<file path="src/rtl/ihg_pkg.sv">
// Shared types and constants for the IPv4 header generator.
`timescale 1ns / 1ps
`default_nettype none
package ihg_pkg;

  // Header geometry
  localparam int unsigned HdrBytes          = 20;
  localparam int unsigned IdxW              = $clog2(HdrBytes);
  localparam int unsigned QueueDepthDefault = 4;

  localparam logic [7:0]  VersionIhl = 8'h45;
  localparam logic [7:0]  TtlReset   = 8'd64;
  localparam logic [15:0] HdrLen     = 16'(HdrBytes);
  localparam logic [15:0] WordMask   = 16'hFFFF;

  // Checksum accumulator: seven 16-bit words fit in 19 bits
  localparam int unsigned AccW = 19;

  typedef logic [IdxW-1:0] hdr_idx_t;

  // Header byte positions
  localparam hdr_idx_t ByteVerIhl  = hdr_idx_t'(0);
  localparam hdr_idx_t ByteTotHi   = hdr_idx_t'(2);
  localparam hdr_idx_t ByteTotLo   = hdr_idx_t'(3);
  localparam hdr_idx_t ByteTtl     = hdr_idx_t'(8);
  localparam hdr_idx_t ByteProto   = hdr_idx_t'(9);
  localparam hdr_idx_t ByteCksHi   = hdr_idx_t'(10);
  localparam hdr_idx_t ByteCksLo   = hdr_idx_t'(11);
  localparam hdr_idx_t ByteSrc0    = hdr_idx_t'(12);
  localparam hdr_idx_t ByteSrc1    = hdr_idx_t'(13);
  localparam hdr_idx_t ByteSrc2    = hdr_idx_t'(14);
  localparam hdr_idx_t ByteSrc3    = hdr_idx_t'(15);
  localparam hdr_idx_t ByteDst0    = hdr_idx_t'(16);
  localparam hdr_idx_t ByteDst1    = hdr_idx_t'(17);
  localparam hdr_idx_t ByteDst2    = hdr_idx_t'(18);
  localparam hdr_idx_t ByteDst3    = hdr_idx_t'(19);
  localparam hdr_idx_t ByteLast    = hdr_idx_t'(HdrBytes - 1);

  // Checksum schedule: one step per header byte sent
  localparam hdr_idx_t StepTotal    = hdr_idx_t'(1);
  localparam hdr_idx_t StepTtlProto = hdr_idx_t'(2);
  localparam hdr_idx_t StepSrcHi    = hdr_idx_t'(3);
  localparam hdr_idx_t StepSrcLo    = hdr_idx_t'(4);
  localparam hdr_idx_t StepDstHi    = hdr_idx_t'(5);
  localparam hdr_idx_t StepDstLo    = hdr_idx_t'(6);
  localparam hdr_idx_t StepFold1    = hdr_idx_t'(7);
  localparam hdr_idx_t StepFold2    = hdr_idx_t'(8);

  typedef enum logic {
    CMD_HEADER  = 1'b0,
    CMD_PAYLOAD = 1'b1
  } cmd_t;

  // One job for the back end: a whole header or a single payload byte
  typedef struct packed {
    logic        is_hdr;
    logic        last;    // header: payload empty; payload: final byte
    logic [7:0]  byte8;   // header: protocol; payload: data byte
    logic [31:0] src;
    logic [31:0] dst;
    logic [15:0] total;
  } entry_t;

endpackage
`default_nettype wire

</file>
<file path="src/rtl/ihg_if.sv">
// Channel interfaces: command input, byte output, configuration write.
`timescale 1ns / 1ps
`default_nettype none
interface ihg_in_if;
  logic        valid;
  logic        ready;
  logic        command;
  logic [7:0]  protocol;
  logic [31:0] source_address;
  logic [31:0] dest_address;
  logic [15:0] payload_length;
  logic [7:0]  data_byte;

  modport source (output valid, command, protocol, source_address, dest_address,
                  payload_length, data_byte, input ready);
  modport sink   (input valid, command, protocol, source_address, dest_address,
                  payload_length, data_byte, output ready);
endinterface

interface ihg_out_if;
  logic       valid;
  logic       ready;
  logic [7:0] out_byte;
  logic       last;

  modport source (output valid, out_byte, last, input ready);
  modport sink   (input valid, out_byte, last, output ready);
endinterface

interface ihg_cfg_if;
  logic       valid;
  logic       ready;
  logic [7:0] data;

  modport source (output valid, data, input ready);
  modport sink   (input valid, data, output ready);
endinterface
`default_nettype wire

</file>
<file path="src/rtl/ihg_fifo.sv">
// Short job queue between the front end and the back end.
`timescale 1ns / 1ps
`default_nettype none
module ihg_fifo #(
  parameter int unsigned Depth = ihg_pkg::QueueDepthDefault
) (
  input  wire                 clk,
  input  wire                 rst_n,
  input  wire                 push,
  input  ihg_pkg::entry_t     push_entry,
  output logic                full,
  input  wire                 pop,
  output logic                head_valid,
  output ihg_pkg::entry_t     head_entry
);
  localparam int unsigned PtrW = (Depth > 1) ? $clog2(Depth) : 1;
  localparam int unsigned CntW = $clog2(Depth + 1);
  localparam logic [PtrW-1:0] PtrMax = PtrW'(Depth - 1);
  localparam logic [CntW-1:0] CntFull = CntW'(Depth);

  ihg_pkg::entry_t slot_r [Depth];
  logic [PtrW-1:0] wr_ptr_r, rd_ptr_r;
  logic [CntW-1:0] count_r;

  assign full       = (count_r == CntFull);
  assign head_valid = (count_r != '0);
  assign head_entry = slot_r[rd_ptr_r];

  // Storage
  always_ff @(posedge clk) begin
    if (push) begin
      slot_r[wr_ptr_r] <= push_entry;
    end
  end

  // Pointers and fill count
  always_ff @(posedge clk) begin
    if (!rst_n) begin
      wr_ptr_r <= '0;
      rd_ptr_r <= '0;
      count_r  <= '0;
    end else begin
      if (push) begin
        wr_ptr_r <= (wr_ptr_r == PtrMax) ? '0 : wr_ptr_r + 1'b1;
      end
      if (pop) begin
        rd_ptr_r <= (rd_ptr_r == PtrMax) ? '0 : rd_ptr_r + 1'b1;
      end
      if (push && !pop) begin
        count_r <= count_r + 1'b1;
      end else if (pop && !push) begin
        count_r <= count_r - 1'b1;
      end
    end
  end
endmodule
`default_nettype wire

</file>
<file path="src/rtl/ihg_front.sv">
// Front end: accepts commands, tracks the open packet, queues jobs.
`timescale 1ns / 1ps
`default_nettype none
module ihg_front (
  input  wire              clk,
  input  wire              rst_n,
  ihg_in_if.sink           in_chan,
  input  wire              q_full,
  output logic             push,
  output ihg_pkg::entry_t  push_entry
);
  logic        packet_open_r, packet_open_nxt;
  logic [15:0] remaining_r, remaining_nxt;
  logic        accept;

  assign in_chan.ready = !q_full;
  assign accept        = in_chan.valid && in_chan.ready;

  // Classify the transfer and update packet state
  always_comb begin
    packet_open_nxt = packet_open_r;
    remaining_nxt   = remaining_r;
    push            = 1'b0;
    push_entry.is_hdr = 1'b0;
    push_entry.last   = 1'b0;
    push_entry.byte8  = in_chan.data_byte;
    push_entry.src    = in_chan.source_address;
    push_entry.dst    = in_chan.dest_address;
    push_entry.total  = in_chan.payload_length + ihg_pkg::HdrLen;
    if (accept) begin
      unique case (ihg_pkg::cmd_t'(in_chan.command))
        ihg_pkg::CMD_HEADER: begin
          push              = 1'b1;
          push_entry.is_hdr = 1'b1;
          push_entry.byte8  = in_chan.protocol;
          push_entry.last   = (in_chan.payload_length == '0);
          packet_open_nxt   = (in_chan.payload_length != '0);
          remaining_nxt     = in_chan.payload_length;
        end
        ihg_pkg::CMD_PAYLOAD: begin
          if (!packet_open_r || remaining_r == '0) begin
            // no packet open: drop the byte
            packet_open_nxt = 1'b0;
          end else begin
            push            = 1'b1;
            push_entry.last = (remaining_r == 16'd1);
            remaining_nxt   = remaining_r - 16'd1;
            if (remaining_r == 16'd1) begin
              packet_open_nxt = 1'b0;
            end
          end
        end
        default: begin
          packet_open_nxt = packet_open_r;
        end
      endcase
    end
  end

  always_ff @(posedge clk) begin
    if (!rst_n) begin
      packet_open_r <= 1'b0;
      remaining_r   <= '0;
    end else begin
      packet_open_r <= packet_open_nxt;
      remaining_r   <= remaining_nxt;
    end
  end
endmodule
`default_nettype wire

</file>
<file path="src/rtl/ihg_back.sv">
// Back end: serializes headers with checksum, forwards payload, output register.
`timescale 1ns / 1ps
`default_nettype none
module ihg_back (
  input  wire              clk,
  input  wire              rst_n,
  ihg_cfg_if.sink          cfg_chan,
  input  wire              q_valid,
  input  ihg_pkg::entry_t  q_entry,
  output logic             pop,
  ihg_out_if.source        out_chan
);
  logic [7:0]              ttl_r;
  logic                    busy_r, busy_nxt;
  ihg_pkg::hdr_idx_t       idx_r, idx_nxt;
  ihg_pkg::entry_t         cur_r, cur_nxt;
  logic [ihg_pkg::AccW-1:0] acc_r, acc_nxt, acc_step;
  logic                    out_valid_r, out_valid_nxt;
  logic [7:0]              out_byte_r, out_byte_nxt;
  logic                    out_last_r, out_last_nxt;
  logic [7:0]              hdr_byte;
  logic [15:0]             cks;
  logic                    advance;

  assign cfg_chan.ready   = 1'b1;
  assign out_chan.valid    = out_valid_r;
  assign out_chan.out_byte = out_byte_r;
  assign out_chan.last     = out_last_r;
  assign advance           = !out_valid_r || out_chan.ready;
  assign cks               = ~acc_r[15:0];

  // TTL register
  always_ff @(posedge clk) begin
    if (!rst_n) begin
      ttl_r <= ihg_pkg::TtlReset;
    end else if (cfg_chan.valid) begin
      ttl_r <= cfg_chan.data;
    end
  end

  // Header byte select
  always_comb begin
    case (idx_r)
      ihg_pkg::ByteVerIhl: hdr_byte = ihg_pkg::VersionIhl;
      ihg_pkg::ByteTotHi:  hdr_byte = cur_r.total[15:8];
      ihg_pkg::ByteTotLo:  hdr_byte = cur_r.total[7:0];
      ihg_pkg::ByteTtl:    hdr_byte = ttl_r;
      ihg_pkg::ByteProto:  hdr_byte = cur_r.byte8;
      ihg_pkg::ByteCksHi:  hdr_byte = cks[15:8];
      ihg_pkg::ByteCksLo:  hdr_byte = cks[7:0];
      ihg_pkg::ByteSrc0:   hdr_byte = cur_r.src[31:24];
      ihg_pkg::ByteSrc1:   hdr_byte = cur_r.src[23:16];
      ihg_pkg::ByteSrc2:   hdr_byte = cur_r.src[15:8];
      ihg_pkg::ByteSrc3:   hdr_byte = cur_r.src[7:0];
      ihg_pkg::ByteDst0:   hdr_byte = cur_r.dst[31:24];
      ihg_pkg::ByteDst1:   hdr_byte = cur_r.dst[23:16];
      ihg_pkg::ByteDst2:   hdr_byte = cur_r.dst[15:8];
      ihg_pkg::ByteDst3:   hdr_byte = cur_r.dst[7:0];
      default:             hdr_byte = 8'h00;  // zero DSCP, ID, flags, fragment
    endcase
  end

  // Checksum: one word added per header byte, then two end-around folds.
  // Done by byte 8, ahead of the checksum bytes at 10 and 11.
  always_comb begin
    case (idx_r)
      ihg_pkg::StepTotal:    acc_step = acc_r + ihg_pkg::AccW'(cur_r.total);
      ihg_pkg::StepTtlProto: acc_step = acc_r + ihg_pkg::AccW'({ttl_r, cur_r.byte8});
      ihg_pkg::StepSrcHi:    acc_step = acc_r + ihg_pkg::AccW'(cur_r.src[31:16]);
      ihg_pkg::StepSrcLo:    acc_step = acc_r + ihg_pkg::AccW'(cur_r.src[15:0]);
      ihg_pkg::StepDstHi:    acc_step = acc_r + ihg_pkg::AccW'(cur_r.dst[31:16]);
      ihg_pkg::StepDstLo:    acc_step = acc_r + ihg_pkg::AccW'(cur_r.dst[15:0]);
      ihg_pkg::StepFold1,
      ihg_pkg::StepFold2:
        acc_step = ihg_pkg::AccW'(acc_r[15:0] & ihg_pkg::WordMask)
                 + ihg_pkg::AccW'(acc_r[ihg_pkg::AccW-1:16]);
      default:               acc_step = acc_r;
    endcase
  end

  // Job sequencing and output register load
  always_comb begin
    busy_nxt      = busy_r;
    idx_nxt       = idx_r;
    cur_nxt       = cur_r;
    acc_nxt       = acc_r;
    out_valid_nxt = out_valid_r;
    out_byte_nxt  = out_byte_r;
    out_last_nxt  = out_last_r;
    pop           = 1'b0;
    if (advance) begin
      out_valid_nxt = 1'b0;
      if (busy_r) begin
        out_valid_nxt = 1'b1;
        out_byte_nxt  = hdr_byte;
        out_last_nxt  = (idx_r == ihg_pkg::ByteLast) && cur_r.last;
        acc_nxt       = acc_step;
        idx_nxt       = idx_r + 1'b1;
        if (idx_r == ihg_pkg::ByteLast) begin
          busy_nxt = 1'b0;
        end
      end else if (q_valid) begin
        pop           = 1'b1;
        out_valid_nxt = 1'b1;
        if (q_entry.is_hdr) begin
          // first header byte goes out while the job loads
          busy_nxt     = 1'b1;
          cur_nxt      = q_entry;
          idx_nxt      = ihg_pkg::ByteVerIhl + 1'b1;
          acc_nxt      = ihg_pkg::AccW'({ihg_pkg::VersionIhl, 8'h00});
          out_byte_nxt = ihg_pkg::VersionIhl;
          out_last_nxt = 1'b0;
        end else begin
          out_byte_nxt = q_entry.byte8;
          out_last_nxt = q_entry.last;
        end
      end
    end
  end

  always_ff @(posedge clk) begin
    if (!rst_n) begin
      busy_r      <= 1'b0;
      idx_r       <= '0;
      out_valid_r <= 1'b0;
    end else begin
      busy_r      <= busy_nxt;
      idx_r       <= idx_nxt;
      out_valid_r <= out_valid_nxt;
    end
  end

  always_ff @(posedge clk) begin
    cur_r      <= cur_nxt;
    acc_r      <= acc_nxt;
    out_byte_r <= out_byte_nxt;
    out_last_r <= out_last_nxt;
  end
endmodule
`default_nettype wire

</file>
<file path="src/rtl/ipv4_header_generator_core.sv">
// Top level of the IPv4 header generator.
//
//   channel   dir  payload                                               transfer when
//   in_chan   in   command, protocol, source_address, dest_address,      valid && ready
//                  payload_length, data_byte
//   out_chan  out  out_byte, last                                        valid && ready
//   cfg_chan  in   data (time_to_live)                                   valid && ready
//
// A header command yields 20 output bytes, back to back while out_chan.ready is high;
// a payload byte yields one byte; payload streams at one byte a cycle unless stalled.
// The back-end serializer sets the rate; the job queue (QueueDepth entries) lets
// the front keep accepting while a header is being sent.
// Payload bytes with no packet open are dropped by the front.
// Reset is synchronous, active low; TTL resets to 64. The output is registered and
// holds while out_chan.ready is low.
`timescale 1ns / 1ps
`default_nettype none
module ipv4_header_generator_core #(
  parameter int unsigned QueueDepth = ihg_pkg::QueueDepthDefault
) (
  input  wire        clk,
  input  wire        rst_n,
  ihg_in_if.sink     in_chan,
  ihg_out_if.source  out_chan,
  ihg_cfg_if.sink    cfg_chan
);
  logic            push, pop, q_full, q_valid;
  ihg_pkg::entry_t push_entry, q_entry;

  ihg_front u_front (
    .clk        (clk),
    .rst_n      (rst_n),
    .in_chan    (in_chan),
    .q_full     (q_full),
    .push       (push),
    .push_entry (push_entry)
  );

  ihg_fifo #(
    .Depth (QueueDepth)
  ) u_fifo (
    .clk        (clk),
    .rst_n      (rst_n),
    .push       (push),
    .push_entry (push_entry),
    .full       (q_full),
    .pop        (pop),
    .head_valid (q_valid),
    .head_entry (q_entry)
  );

  ihg_back u_back (
    .clk      (clk),
    .rst_n    (rst_n),
    .cfg_chan (cfg_chan),
    .q_valid  (q_valid),
    .q_entry  (q_entry),
    .pop      (pop),
    .out_chan (out_chan)
  );
endmodule
`default_nettype wire

</file>
<file path="src/flat_wrapper.sv">
// flat-port wrapper written by rule: the top's interface ports become plain ports
module ipv4_header_generator_core_flat 
#(
  parameter int unsigned QueueDepth = ihg_pkg::QueueDepthDefault
)
  (clk, rst_n, in_chan_valid, in_chan_command, in_chan_protocol, in_chan_source_address, in_chan_dest_address, in_chan_payload_length, in_chan_data_byte, in_chan_ready, out_chan_valid, out_chan_out_byte, out_chan_last, out_chan_ready, cfg_chan_valid, cfg_chan_data, cfg_chan_ready);
  ihg_in_if in_chan_i ();
  ihg_out_if out_chan_i ();
  ihg_cfg_if cfg_chan_i ();
  input  wire clk;
  input  wire rst_n;
  input wire logic [$bits(in_chan_i.valid)-1:0] in_chan_valid;
  input wire logic [$bits(in_chan_i.command)-1:0] in_chan_command;
  input wire logic [$bits(in_chan_i.protocol)-1:0] in_chan_protocol;
  input wire logic [$bits(in_chan_i.source_address)-1:0] in_chan_source_address;
  input wire logic [$bits(in_chan_i.dest_address)-1:0] in_chan_dest_address;
  input wire logic [$bits(in_chan_i.payload_length)-1:0] in_chan_payload_length;
  input wire logic [$bits(in_chan_i.data_byte)-1:0] in_chan_data_byte;
  output wire logic [$bits(in_chan_i.ready)-1:0] in_chan_ready;
  output wire logic [$bits(out_chan_i.valid)-1:0] out_chan_valid;
  output wire logic [$bits(out_chan_i.out_byte)-1:0] out_chan_out_byte;
  output wire logic [$bits(out_chan_i.last)-1:0] out_chan_last;
  input wire logic [$bits(out_chan_i.ready)-1:0] out_chan_ready;
  input wire logic [$bits(cfg_chan_i.valid)-1:0] cfg_chan_valid;
  input wire logic [$bits(cfg_chan_i.data)-1:0] cfg_chan_data;
  output wire logic [$bits(cfg_chan_i.ready)-1:0] cfg_chan_ready;
  assign in_chan_i.valid = in_chan_valid;
  assign in_chan_i.command = in_chan_command;
  assign in_chan_i.protocol = in_chan_protocol;
  assign in_chan_i.source_address = in_chan_source_address;
  assign in_chan_i.dest_address = in_chan_dest_address;
  assign in_chan_i.payload_length = in_chan_payload_length;
  assign in_chan_i.data_byte = in_chan_data_byte;
  assign in_chan_ready = in_chan_i.ready;
  assign out_chan_valid = out_chan_i.valid;
  assign out_chan_out_byte = out_chan_i.out_byte;
  assign out_chan_last = out_chan_i.last;
  assign out_chan_i.ready = out_chan_ready;
  assign cfg_chan_i.valid = cfg_chan_valid;
  assign cfg_chan_i.data = cfg_chan_data;
  assign cfg_chan_ready = cfg_chan_i.ready;
  ipv4_header_generator_core #(.QueueDepth(QueueDepth)) u_core (.clk(clk), .rst_n(rst_n), .in_chan(in_chan_i), .out_chan(out_chan_i), .cfg_chan(cfg_chan_i));
endmodule
</file>
<file path="config.mk">
export PLATFORM = sky130hd
export DESIGN_NAME = ipv4_header_generator_core_flat
export DESIGN_NICKNAME = d
export VERILOG_FILES = /design/src/rtl/ihg_pkg.sv /design/src/rtl/ihg_if.sv /design/src/rtl/ihg_fifo.sv /design/src/rtl/ihg_front.sv /design/src/rtl/ihg_back.sv /design/src/rtl/ipv4_header_generator_core.sv /design/src/flat_wrapper.sv
export SDC_FILE = /design/constraint.sdc
export NUM_CORES = 1
export LEC_CHECK = 0
export ABC_AREA = 1
export BUFFER_PORTS_ARGS = -buffer_cell sky130_fd_sc_hd__clkbuf_2
export CORE_MARGIN = 8
export CORE_UTILIZATION = 60
export CTS_CLUSTER_DIAMETER = 60
export CTS_CLUSTER_SIZE = 14
export DETAILED_ROUTE_END_ITERATION = 12
export PLACE_DENSITY_LB_ADDON = 0.3
export SYNTH_ARGS = -nofsm -noshare
export SYNTH_HDL_FRONTEND = slang
export SYNTH_HIERARCHICAL = 1
export SYNTH_SLANG_ARGS = --single-unit
</file>
<file path="constraint.sdc">
create_clock -name clk -period 5.2 [get_ports clk]
set_input_delay 0.52 -clock clk [delete_from_list [all_inputs] [get_ports clk]]
set_output_delay 0.52 -clock clk [all_outputs]
set_load 0.02 [all_outputs]
</file>
==> flow_summary.ini, run 1 <==
[finish]
seq_area_um2 = 15150
fillers = 2983
multi_input_area_um2 = 6828
nets = 2439
syn_to_final_growth_pct = 7.975
drive_gt1_frac = 0.09845
antenna_cells = 0
final_util = 0.6577
instances_no_fill = 2844

[sta]
rsz0062_at_grt = no
finalCriticalPeriod_ns = 4.055
setup-violations-final = 0
max_freq_mhz = 246.6
setup_tns_ns = 0
hold_viol_final = 0
skew_ns = 0.02377
period_share = 0.7799
worst_slew_pin_slew_ns = 1.079
relSlewSlack = 0.2804
timing.final.max_slew_violations = 0

[route]
dr.pass1.iters = 6
wl_per_cell_um = 21.55
num_vias = 16640
drc = 0
first_iter_violations = 1834
drtAntennaViolNets = 0
wirelength_mm = 61.30
vias_per_cell = 5.851

[cts]
path_clk_slew_ns = 0.07
numCtsBuffers = 47
cts_tree = built
root_buffer = clkbuf_16
ctsLongestPathBuffers = 3
htreeDepth = 2
cts.sinks = 518
postCtsSetupBuffers = 0
cts_resized = 0
clk_latency_ns = 0.59
cts_hold_buf = 0

[synthesis]
synth-seq-area-share = 0.6418
syn-cell-area_um2 = 23600
syn_inst = 2257
yosys_register_bits = 518
synth_cell_types = 44
synth_warnings = 6
syn_nets = 2404
avgSynthCellArea_um2 = 10.45

[worst_setup_path]
crit_arrival_ns = 4.39
crit_fanout = 33
r2r_start = u_core/u_back/idx_r[0]$_SDFFE_PN0P_
r2r_end = u_core/u_back/acc_r[10]$_SDFFCE_PN1P_
worstSetupPathType = reg -> reg
worstSetupEndpointType = flip-flop
worstPathRequired_ns = 5.53
reg2reg_depth = 22
cp-start-kind = flip-flop
reg2reg_slack_ns = 1.14

[hold_path]
hold_path.class = in -> reg
min_from = in_chan_source_address[16]
hold_end = u_core/u_fifo/slot_r[0][64]$_DFFE_PP_
hold_depth = 1

[power_and_ir_drop]
leakagePower_nw = 9.579
powerDensity_nw_per_um2 = 542.6
irDropWorstVdd_mv = 0.3245
p_total_mw = 13.82

[floorplan]
die_h_um = 214.3
core_um2 = 38740
io_pins = 122
std_cell_rows = 72
dieArea_um2 = 45930
initial_core_util = 0.6091
chipWidth_um = 214.3

[placement]
gp_congestion = 1.041
portBuffers = 120
dp_cells = 2761
dp_hpwl_mm = 41.93

[global_route]
antenna_found_initial = 0
grt_overflow_total = 0
grt_pass1_vias = 16090
grt_max_degree = 100
grt_pass1_wl_mm = 92.94
grtUsageTotal = 0.2594

[status]
status = finished, final reports clean

[flow_run]
cap_violations = 0
critical path, cell delays in order, from the launching register on:
cell,delay (ns)
dfxtp_1,0.35
inv_1,0.13
ha_1,0.21
inv_1,0.08
nor2_4,0.39
nand2_1,0.14
nand2_1,0.11
nor2_1,0.05
nand2_2,0.41
nand4_1,0.15
o21ai_0,0.11
inv_1,0.07
ha_1,0.25
fa_1,0.46
nand2_1,0.11
nand3_1,0.08
and2_1,0.17
nand2_1,0.06
nand2_1,0.11
nand2_1,0.11
nand3b_1,0.08
nand3_1,0.09
nand2_1,0.07
final cells by class:
cell class | instances | share of cell area
Timing Repair Buffer | 139 | 0.03113
Clock buffer | 72 | 0.05152
Inverter | 167 | 0.02524
Tap cell | 518 | 0.02544
Clock inverter | 11 | 0.004076
Multi-Input combinational cell | 1419 | 0.2680
Sequential cell | 518 | 0.5946
cell usage after synthesis:
library cell,count,area share
nand2_4,1,0.00048
o22ai_1,100,0.027
a21oi_1,66,0.014
conb_1,1,0.00016
buf_4,75,0.024
a211oi_1,1,0.00032
o21ai_0,249,0.053
buf_12,1,0.00085
nand4_1,18,0.0048
xor2_1,17,0.0063
ha_1,34,0.018
buf_8,1,0.00064
edfxtp_1,477,0.61
nand2_2,4,0.0011
buf_6,13,0.0062
clkbuf_1,55,0.0087
a22oi_1,1,0.00032
or2_2,4,0.0011
inv_6,1,0.00037
a31oi_1,2,0.00053
inv_2,3,0.00048
nand3b_1,5,0.0016
nand3_1,114,0.024
clkinv_4,1,0.00037
inv_1,161,0.026
buf_2,7,0.0015
xnor2_1,7,0.0026
fa_1,3,0.0025
dfxtp_1,41,0.035
o21ai_2,1,0.00037
nand2_1,397,0.063
o211ai_1,7,0.0022
nor2_2,3,0.00080
nor2_4,5,0.0024
nor3_1,17,0.0036
a32o_1,1,0.00042
clkinv_1,1,0.00016
nand3_2,1,0.00042
a2bb2oi_1,1,0.00037
nor2_1,341,0.054
o21bai_1,1,0.00032
buf_1,1,0.00016
and2_1,1,0.00027
o21ai_1,16,0.0034
flip-flops by register name, indices dropped and copies added (netlist names), 3 cells and up, named ones only:
register                         count
u_core/u_back/acc_r                 19
u_core/u_back/cur_r                 89
u_core/u_back/idx_r                  5
u_core/u_back/out_chan.out_byte      8
u_core/u_back/ttl_r                  8
u_core/u_fifo/count_r                3
u_core/u_fifo/slot_r               360
u_core/u_front/remaining_r          16
logic make-up (layout without fill, tap and decap cells):
family / after synthesis / count (layout) / synth area share
and+or+nand+nor: 911 / 911 / 0.1580
DFF: 518 / 518 / 0.6418
AOI/OAI and AO/OA: 446 / 446 / 0.1016
buffers and inverters: 320 / 389 / 0.06893
adders and majority gates: 37 / 37 / 0.02057
xor gates and xnor gates: 24 / 24 / 0.008908
other: 1 / 1 / 0.0001589
worst max-delay path by stage:
stage,cells after the start,to,start
5_1_grt,20,u_core/u_back/acc_r[14]$_SDFFCE_PN1P_,u_core/u_back/idx_r[0]$_SDFFE_PN0P_
3_5_place_dp,19,u_core/u_back/acc_r[8]$_SDFFCE_PN1P_,u_core/u_back/idx_r[0]$_SDFFE_PN0P_
6_report,22,u_core/u_back/acc_r[10]$_SDFFCE_PN1P_,u_core/u_back/idx_r[0]$_SDFFE_PN0P_
3_3_place_gp,19,u_core/u_back/acc_r[8]$_SDFFCE_PN1P_,u_core/u_back/idx_r[0]$_SDFFE_PN0P_
2_1_floorplan,9,u_core/u_fifo/slot_r[0][0]$_DFFE_PP_,u_core/u_fifo/count_r[0]$_SDFFE_PN0P_
4_1_cts,19,u_core/u_back/acc_r[8]$_SDFFCE_PN1P_,u_core/u_back/idx_r[0]$_SDFFE_PN0P_
through the flow:
step / setup slack, ns / cell area (um2) / hold WS (ns)
6_report: 1.145 / 25480 / 0.1456
3_5_place_dp: 1.179 / 24060 / 0.4854
3_3_place_gp: 1.178 / 24060 / 0.4797
2_1_floorplan: 1.725 / 23600 / 0.4439
5_1_grt: 0.7838 / 25480 / 0.1171
4_1_cts: 1.164 / 25480 / 0.1190
placed cells by master, fill, tap and decap left out, types with 2 or more instances in the layout:
cell type	instances
a21oi_1	66
a31oi_1	2
buf_12	4
buf_4	15
clkbuf_1	23
clkbuf_16	49
clkbuf_2	120
clkinv_1	4
clkinv_2	5
clkinv_4	2
clkinv_8	2
dfxtp_1	39
edfxtp_1	477
fa_1	3
ha_1	34
inv_1	155
inv_2	4
inv_6	3
inv_8	3
nand2_1	397
nand2_2	4
nand3_1	114
nand3b_1	5
nand4_1	18
nor2_1	340
nor2_2	4
nor2_4	5
nor3_1	17
o211ai_1	7
o21ai_0	249
o21ai_1	16
o22ai_1	100
or2_2	4
xnor2_1	7
xor2_1	17
report_power, final:
group,total (mW),switching (mW),internal (mW)
clock,3.24,1.48,1.76
combinational,4.40,3.12,1.28
sequential,6.19,0.613,5.57
per-layer routing:
layer  track usage  vias to the layer above  wire length, um
li1              -                     7852                -
met1        0.3474                     8010            25850
met2        0.4273                      667            29360
met3       0.04161                      112             4054
met4       0.09232                        0             2034
met5             0                        -                0
No activity file was read; power rests on OpenSTA's default activity.
==> run 2, diff against run 1 <==
clock period = 3.83 ns   (was 5.2 ns; I/O delays follow)
==> run 2 against run 1 <==
- die area unchanged
- register-to-register slack got worse by 0.91 ns
- total power is 35% higher
- sequential power is 35% higher
- critical path depth unchanged
- clock power up 28%
- first-iteration DRC count fell by 7.8%
- largest cell class unchanged
- largest power group unchanged
- highest routed layer unchanged
==> flow_summary.ini, run 2 (same netlist as run 1, synthesis figures left out) <==
[finish]
drive_gt1_frac = 0.1071
nets = 2498
syn_to_final_growth_pct = 10.07
antenna_cells = 0
top_regs = u_core/u_fifo/slot_r x360, u_core/u_back/cur_r x89, u_core/u_back/acc_r x19
final_common_cell = edfxtp_1
final_cell_mix = edfxtp_1, nand2_1, nor2_1, o21ai_0, inv_1
largest_reg_flops = 360
regMostFlops = u_core/u_fifo/slot_r
fin_area_um2 = 25970
final_util = 0.6705

[cts]
path_clk_slew_ns = 0.06
numCtsBuffers = 45
cts.sinks = 518
htreeDepth = 2
postCtsSetupBuffers = 0
clk_latency_ns = 0.59
root_buffer = clkbuf_16
cts_tree = built
ctsLongestPathBuffers = 3

[sta]
timing.final.max_slew_violations = 0
hold_viol_final = 0
period_share = 0.9380
finalCriticalPeriod_ns = 3.592
setup-violations-final = 0
relSlewSlack = 0.2977
worst_slew_pin_slew_ns = 1.053
rsz0062_at_grt = yes
skew_ns = 0.03435
holdWs_ns = 0.02565
fin_ws_ns = 0.2376
max_freq_mhz = 278.4

[global_route]
antenna_found_initial = 0
grt_overflow_total = 0
grtUsageTotal = 0.2634
grt_max_degree = 179
grt_pass1_wl_mm = 94.75
grt_pass1_vias = 16450

[power_and_ir_drop]
p_total_mw = 18.67
powerDensity_nw_per_um2 = 718.7
irDropWorstVdd_mv = 0.5666
leakagePower_nw = 9.808

[worst_setup_path]
path_cells = inv_1, ha_1, inv_1, nor2_4, buf_4, nand3_1, o21ai_0, a21oi_1, nand4_1, o21ai_0, inv_1, ha_2, fa_1, nand2_1, nand3_1, and2_1, nand2_1, nand2_1, nand2_1, nand3b_1, nand3_1, nand2_1
cp_top_family = simple AND/OR/NAND/NOR gates
worstPathRequired_ns = 4.16
path_buf_inv = 4
crit_arrival_ns = 3.93
critPathMaxStageDelay_ns = 0.41
cp-start-kind = flip-flop
worstSetupEndpointType = flip-flop
crit_slowest_cell = fa_1
crit_fanout = 17
crit_top_cell = nand2_1
worstSetupPathType = reg -> reg

[route]
vias_per_cell = 5.900
drtAntennaViolNets = 0
drc = 0
dr.pass1.iters = 6
wl_per_cell_um = 21.55
num_vias = 17050
first_iter_violations = 1691
wirelength_mm = 62.28

[hold_path]
hold_path.class = in -> reg

[placement]
dp_hpwl_mm = 43.04
place_area_um2 = 24280
place_ws_ns = 0.1182
gp_congestion = 1.060
portBuffers = 120

[floorplan]
core_um2 = 38740
die_h_um = 214.3
chipWidth_um = 214.3
initial_core_util = 0.6091
dieArea_um2 = 45930
io_pins = 122
std_cell_rows = 72

[flow_run]
cap_violations = 0

[status]
status = finished, final reports clean
==> run 2: layout make-up <==
type,count,area (um2)
Fill cell,2912,12760
Multi-Input combinational cell,1419,6843
Inverter,167,643.1
Timing Repair Buffer,200,1381
Sequential cell,518,15150
Tap cell,518,648.1
Clock buffer,58,1185
Clock inverter,10,122.6
==> run 2: final timing paths <==
path	from	end	slack [ns]	cells past startpoint
hold / removal	in_chan_source_address[30]	u_core/u_fifo/slot_r[2][78]$_DFFE_PP_	0.03	1
setup / recovery	u_core/u_back/idx_r[0]$_SDFFE_PN0P_	u_core/u_back/acc_r[10]$_SDFFCE_PN1P_	0.24	22
hold reg to reg	u_core/u_front/packet_open_r$_SDFFE_PN0P_	u_core/u_front/packet_open_r$_SDFFE_PN0P_	0.50	2
setup reg to reg	u_core/u_back/idx_r[0]$_SDFFE_PN0P_	u_core/u_back/acc_r[10]$_SDFFCE_PN1P_	0.24	22
==> run 2: stage by stage <==
step / setup TNS (ns) / instances
floorplan: 0 / 2257
global placement: 0 / 2785
detailed placement: 0 / 2785
global route: -0.01137 / 2890
CTS: 0 / 2890
finish: 0 / 2890
==> run 2: metal layers <==
metal / track usage / wire, um
met1: 0.3440 / 24990
met2: 0.4424 / 30550
met3: 0.04020 / 4488
met4: 0.1001 / 2254
met5: 0 / 0
==> run 2: repair_timing <==
| item | in CTS | in global routing |
|---|---|---|
| gates resized for setup | 0 | 9 |
| hold endpoints to repair | 148 | 0 |
| endpoints found under the setup margin | 0 | 85 |
| hold buffers | 37 | 0 |
==> run 2: power breakdown <==
part           switching (mW)  internal (mW)  total (mW)
Combinational            4.29           1.88        6.17
Clock                    1.96           2.20        4.15
Sequential              0.793           7.56        8.35
==> run 3, diff against run 2 <==
SYNTH_HIERARCHICAL = not set   (was 1)
clock period = 4 ns   (was 3.83 ns; I/O delays follow)
==> run 3 against run 2 <==
- first-iteration DRC count rose by 20%
- setup slack better by 0.10 ns
- sequential share of layout area rose by 0.15 points
- non-clock buffer count decreased by 22
- cell area down 0.26%
- fmax is 1.8% lower
- critical endpoint is now u_core.u_back.acc_r[16]$_SDFFCE_PN0P_
- largest cell class unchanged
- largest power group unchanged
==> flow_summary.ini, run 3 <==
[floorplan]
die_h_um = 211.6
dieArea_um2 = 44790
core_um2 = 37670
io_pins = 122
initial_core_util = 0.6097
std_cell_rows = 71
chipWidth_um = 211.6

[synthesis]
synth_ff_type = edfxtp_1
syn_inst = 2155
synth_top_area_frac = 0.6238
synthTopCellsByArea = edfxtp_1, o21ai_0, nand2_1
avgSynthCellArea_um2 = 10.66
syn_nets = 2302
yosys.cell_count.top_type = edfxtp_1
synth_edf_count = 477
synth_warnings = 0
synth_cell_types = 49
synth-seq-area-share = 0.6595
ys_top_cells_by_count = edfxtp_1, nand2_1, nor2_1, o21ai_0, inv_1
syn-cell-area_um2 = 22960
async_reset_ff_frac = 0
yosysTopAreaCell = edfxtp_1
yosys_register_bits = 518

[cts]
cts_tree = built
postCtsSetupBuffers = 0
root_buffer = clkbuf_16
htreeDepth = 2
ctsLongestPathBuffers = 3
clk_latency_ns = 0.61
cts.sinks = 518
numCtsBuffers = 47
path_clk_slew_ns = 0.07

[route]
vias_per_cell = 5.994
dr.pass1.iters = 6
drtAntennaViolNets = 0
first_iter_violations = 2033
wirelength_mm = 63.51
wl_per_cell_um = 22.47
num_vias = 16940
drc = 0

[global_route]
grt_pass1_vias = 16070
antenna_found_initial = 3
grtUsageTotal = 0.2787
grt_overflow_total = 0
grt_max_degree = 119
grt_pass1_wl_mm = 94.53

[worst_setup_path]
cp-start-kind = flip-flop
worstSetupPathType = reg -> reg
r2r_end = u_core.u_back.acc_r[16]$_SDFFCE_PN0P_
crit_arrival_ns = 4.09
crit_start = u_core.u_back.idx_r[0]$_SDFFE_PN0P_
worstPathRequired_ns = 4.43
r2r_start = u_core.u_back.idx_r[0]$_SDFFE_PN0P_
reg2reg_slack_ns = 0.34
endpoint = u_core.u_back.acc_r[16]$_SDFFCE_PN0P_
crit_fanout = 20
reg2reg_depth = 19
worstSetupEndpointType = flip-flop

[finish]
largest_reg_flops = 360
syn_to_final_growth_pct = 12.81
final_util = 0.6877
regMostFlops = u_core.u_fifo.slot_r
top_regs = u_core.u_fifo.slot_r x360, u_core.u_back.cur_r x89, u_core.u_back.acc_r x19
final_common_cell = edfxtp_1
fin_area_um2 = 25900
nets = 2444
instances_no_fill = 2826
drive_gt1_frac = 0.1076
fillers = 2760
antenna_cells = 0
final_cell_mix = edfxtp_1, nand2_1, nor2_1, o21ai_0, inv_1

[sta]
max_freq_mhz = 273.3
rsz0062_at_grt = no
skew_ns = 0.03917
finalCriticalPeriod_ns = 3.659
worst_slew_pin_slew_ns = 0.8223
period_share = 0.9148
timing.final.max_slew_violations = 0
setup-violations-final = 0
relSlewSlack = 0.4498
hold_viol_final = 0
holdWs_ns = 0.02160

[power_and_ir_drop]
intPower_mw = 11.25
power_frac_seq = 0.448
p_total_mw = 17.88
irDropWorstVdd_mv = 0.6003
leakagePower_nw = 9.704
p_sw_frac = 0.3710
powerDensity_nw_per_um2 = 690.1
combPwrFrac = 0.307
p_clk_frac = 0.245
p_sw_mw = 6.632

[placement]
dp_hpwl_mm = 42.59
portBuffers = 120
gp_congestion = 1.003
place_area_um2 = 24180
dp_cells = 2731

[status]
status = finished, final reports clean

[hold_path]
hold_path.class = in -> reg

[flow_run]
cap_violations = 0
run 3: final cells by class:
type,count,area [um2],area share
sequential,518,15150,0.5848
clock inverter,12,207.7,0.008018
tap,511,639.4,0.02468
timing repair buffer,178,1231,0.04753
multi-input combinational,1370,6751,0.2606
inverter,182,688.2,0.02656
clock buffer,55,1237,0.04777
run 3: how the worst min path moves through the flow:
stage	slack [ns]	cells past startpoint	startpoint	end
floorplan	0.45	2	u_core.u_back.ttl_r[2]$_SDFFE_PN0P_	u_core.u_back.ttl_r[2]$_SDFFE_PN0P_
global placement	0.47	2	u_core.u_fifo.count_r[2]$_SDFFE_PN0P_	u_core.u_fifo.count_r[2]$_SDFFE_PN0P_
detailed placement	0.49	2	u_core.u_fifo.count_r[2]$_SDFFE_PN0P_	u_core.u_fifo.count_r[2]$_SDFFE_PN0P_
CTS	0.00002	1	in_chan_source_address[3]	u_core.u_fifo.slot_r[3][51]$_DFFE_PP_
global route	0.01	1	in_chan_dest_address[18]	u_core.u_fifo.slot_r[1][34]$_DFFE_PP_
finish	0.02	1	in_chan_source_address[20]	u_core.u_fifo.slot_r[3][68]$_DFFE_PP_
run 3: metrics by stage:
| step | TNS, ns | setup WS, ns |
|---|---|---|
| CTS | 0 | 0.2742 |
| floorplan | -32.84 | -0.09123 |
| global route | 0 | 0.009137 |
| finish | 0 | 0.3408 |
| global placement | 0 | 0.4605 |
| detailed placement | 0 | 0.2889 |
run 3: critical path, stage by stage (launching register included):
cell,delay (ns)
dfxtp_1,0.38
inv_1,0.10
ha_1,0.25
inv_1,0.10
nor2_4,0.07
nand2_1,0.20
inv_2,0.15
nor2_4,0.14
nand4_4,0.22
buf_12,0.25
o21ai_0,0.28
inv_1,0.08
ha_1,0.38
a21oi_1,0.21
nand2_1,0.10
a21oi_1,0.18
nand2_1,0.12
nand2_1,0.07
nand3_1,0.07
a21oi_1,0.14
run 3: layer usage:
| layer | track usage | vias up | share of wire |
|---|---|---|---|
| li1 | - | 7817 | - |
| met1 | 0.3756 | 8240 | 0.41 |
| met2 | 0.4478 | 747 | 0.48 |
| met3 | 0.05398 | 129 | 0.080 |
| met4 | 0.1035 | 6 | 0.032 |
| met5 | 0 | - | 0.00058 |
run 3: kinds of logic (layout without fill, tap and decap cells):
logic type / after synthesis / in the layout / synth area share
buffers and inverters: 267 / 427 / 0.04811
other: 1 / 1 / 0.0001633
xor gates and xnor gates: 20 / 20 / 0.007628
adders and majority gates: 37 / 37 / 0.02114
AOI/OAI and AO/OA: 468 / 468 / 0.1101
and+or+nand+nor: 844 / 844 / 0.1533
DFF: 518 / 518 / 0.6595
run 3: power groups by stage:
stage / Sequential [mW] / Combinational (mW) / Clock [mW]
floorplan: 7.70 / 3.71 / 0
finish: 8.01 / 5.50 / 4.37
detailed placement: 8.09 / 5.41 / 0
CTS: 7.99 / 5.46 / 4.40
global placement: 8.09 / 5.28 / 0
global route: 8.06 / 6.14 / 4.58
run 3: what timing repair did:
item / CTS / global route
endpoints found under the hold margin: 105 / 0
endpoints found under the setup margin: 0 / 1
resized for setup: 0 / 1
hold buffers: 28 / 0
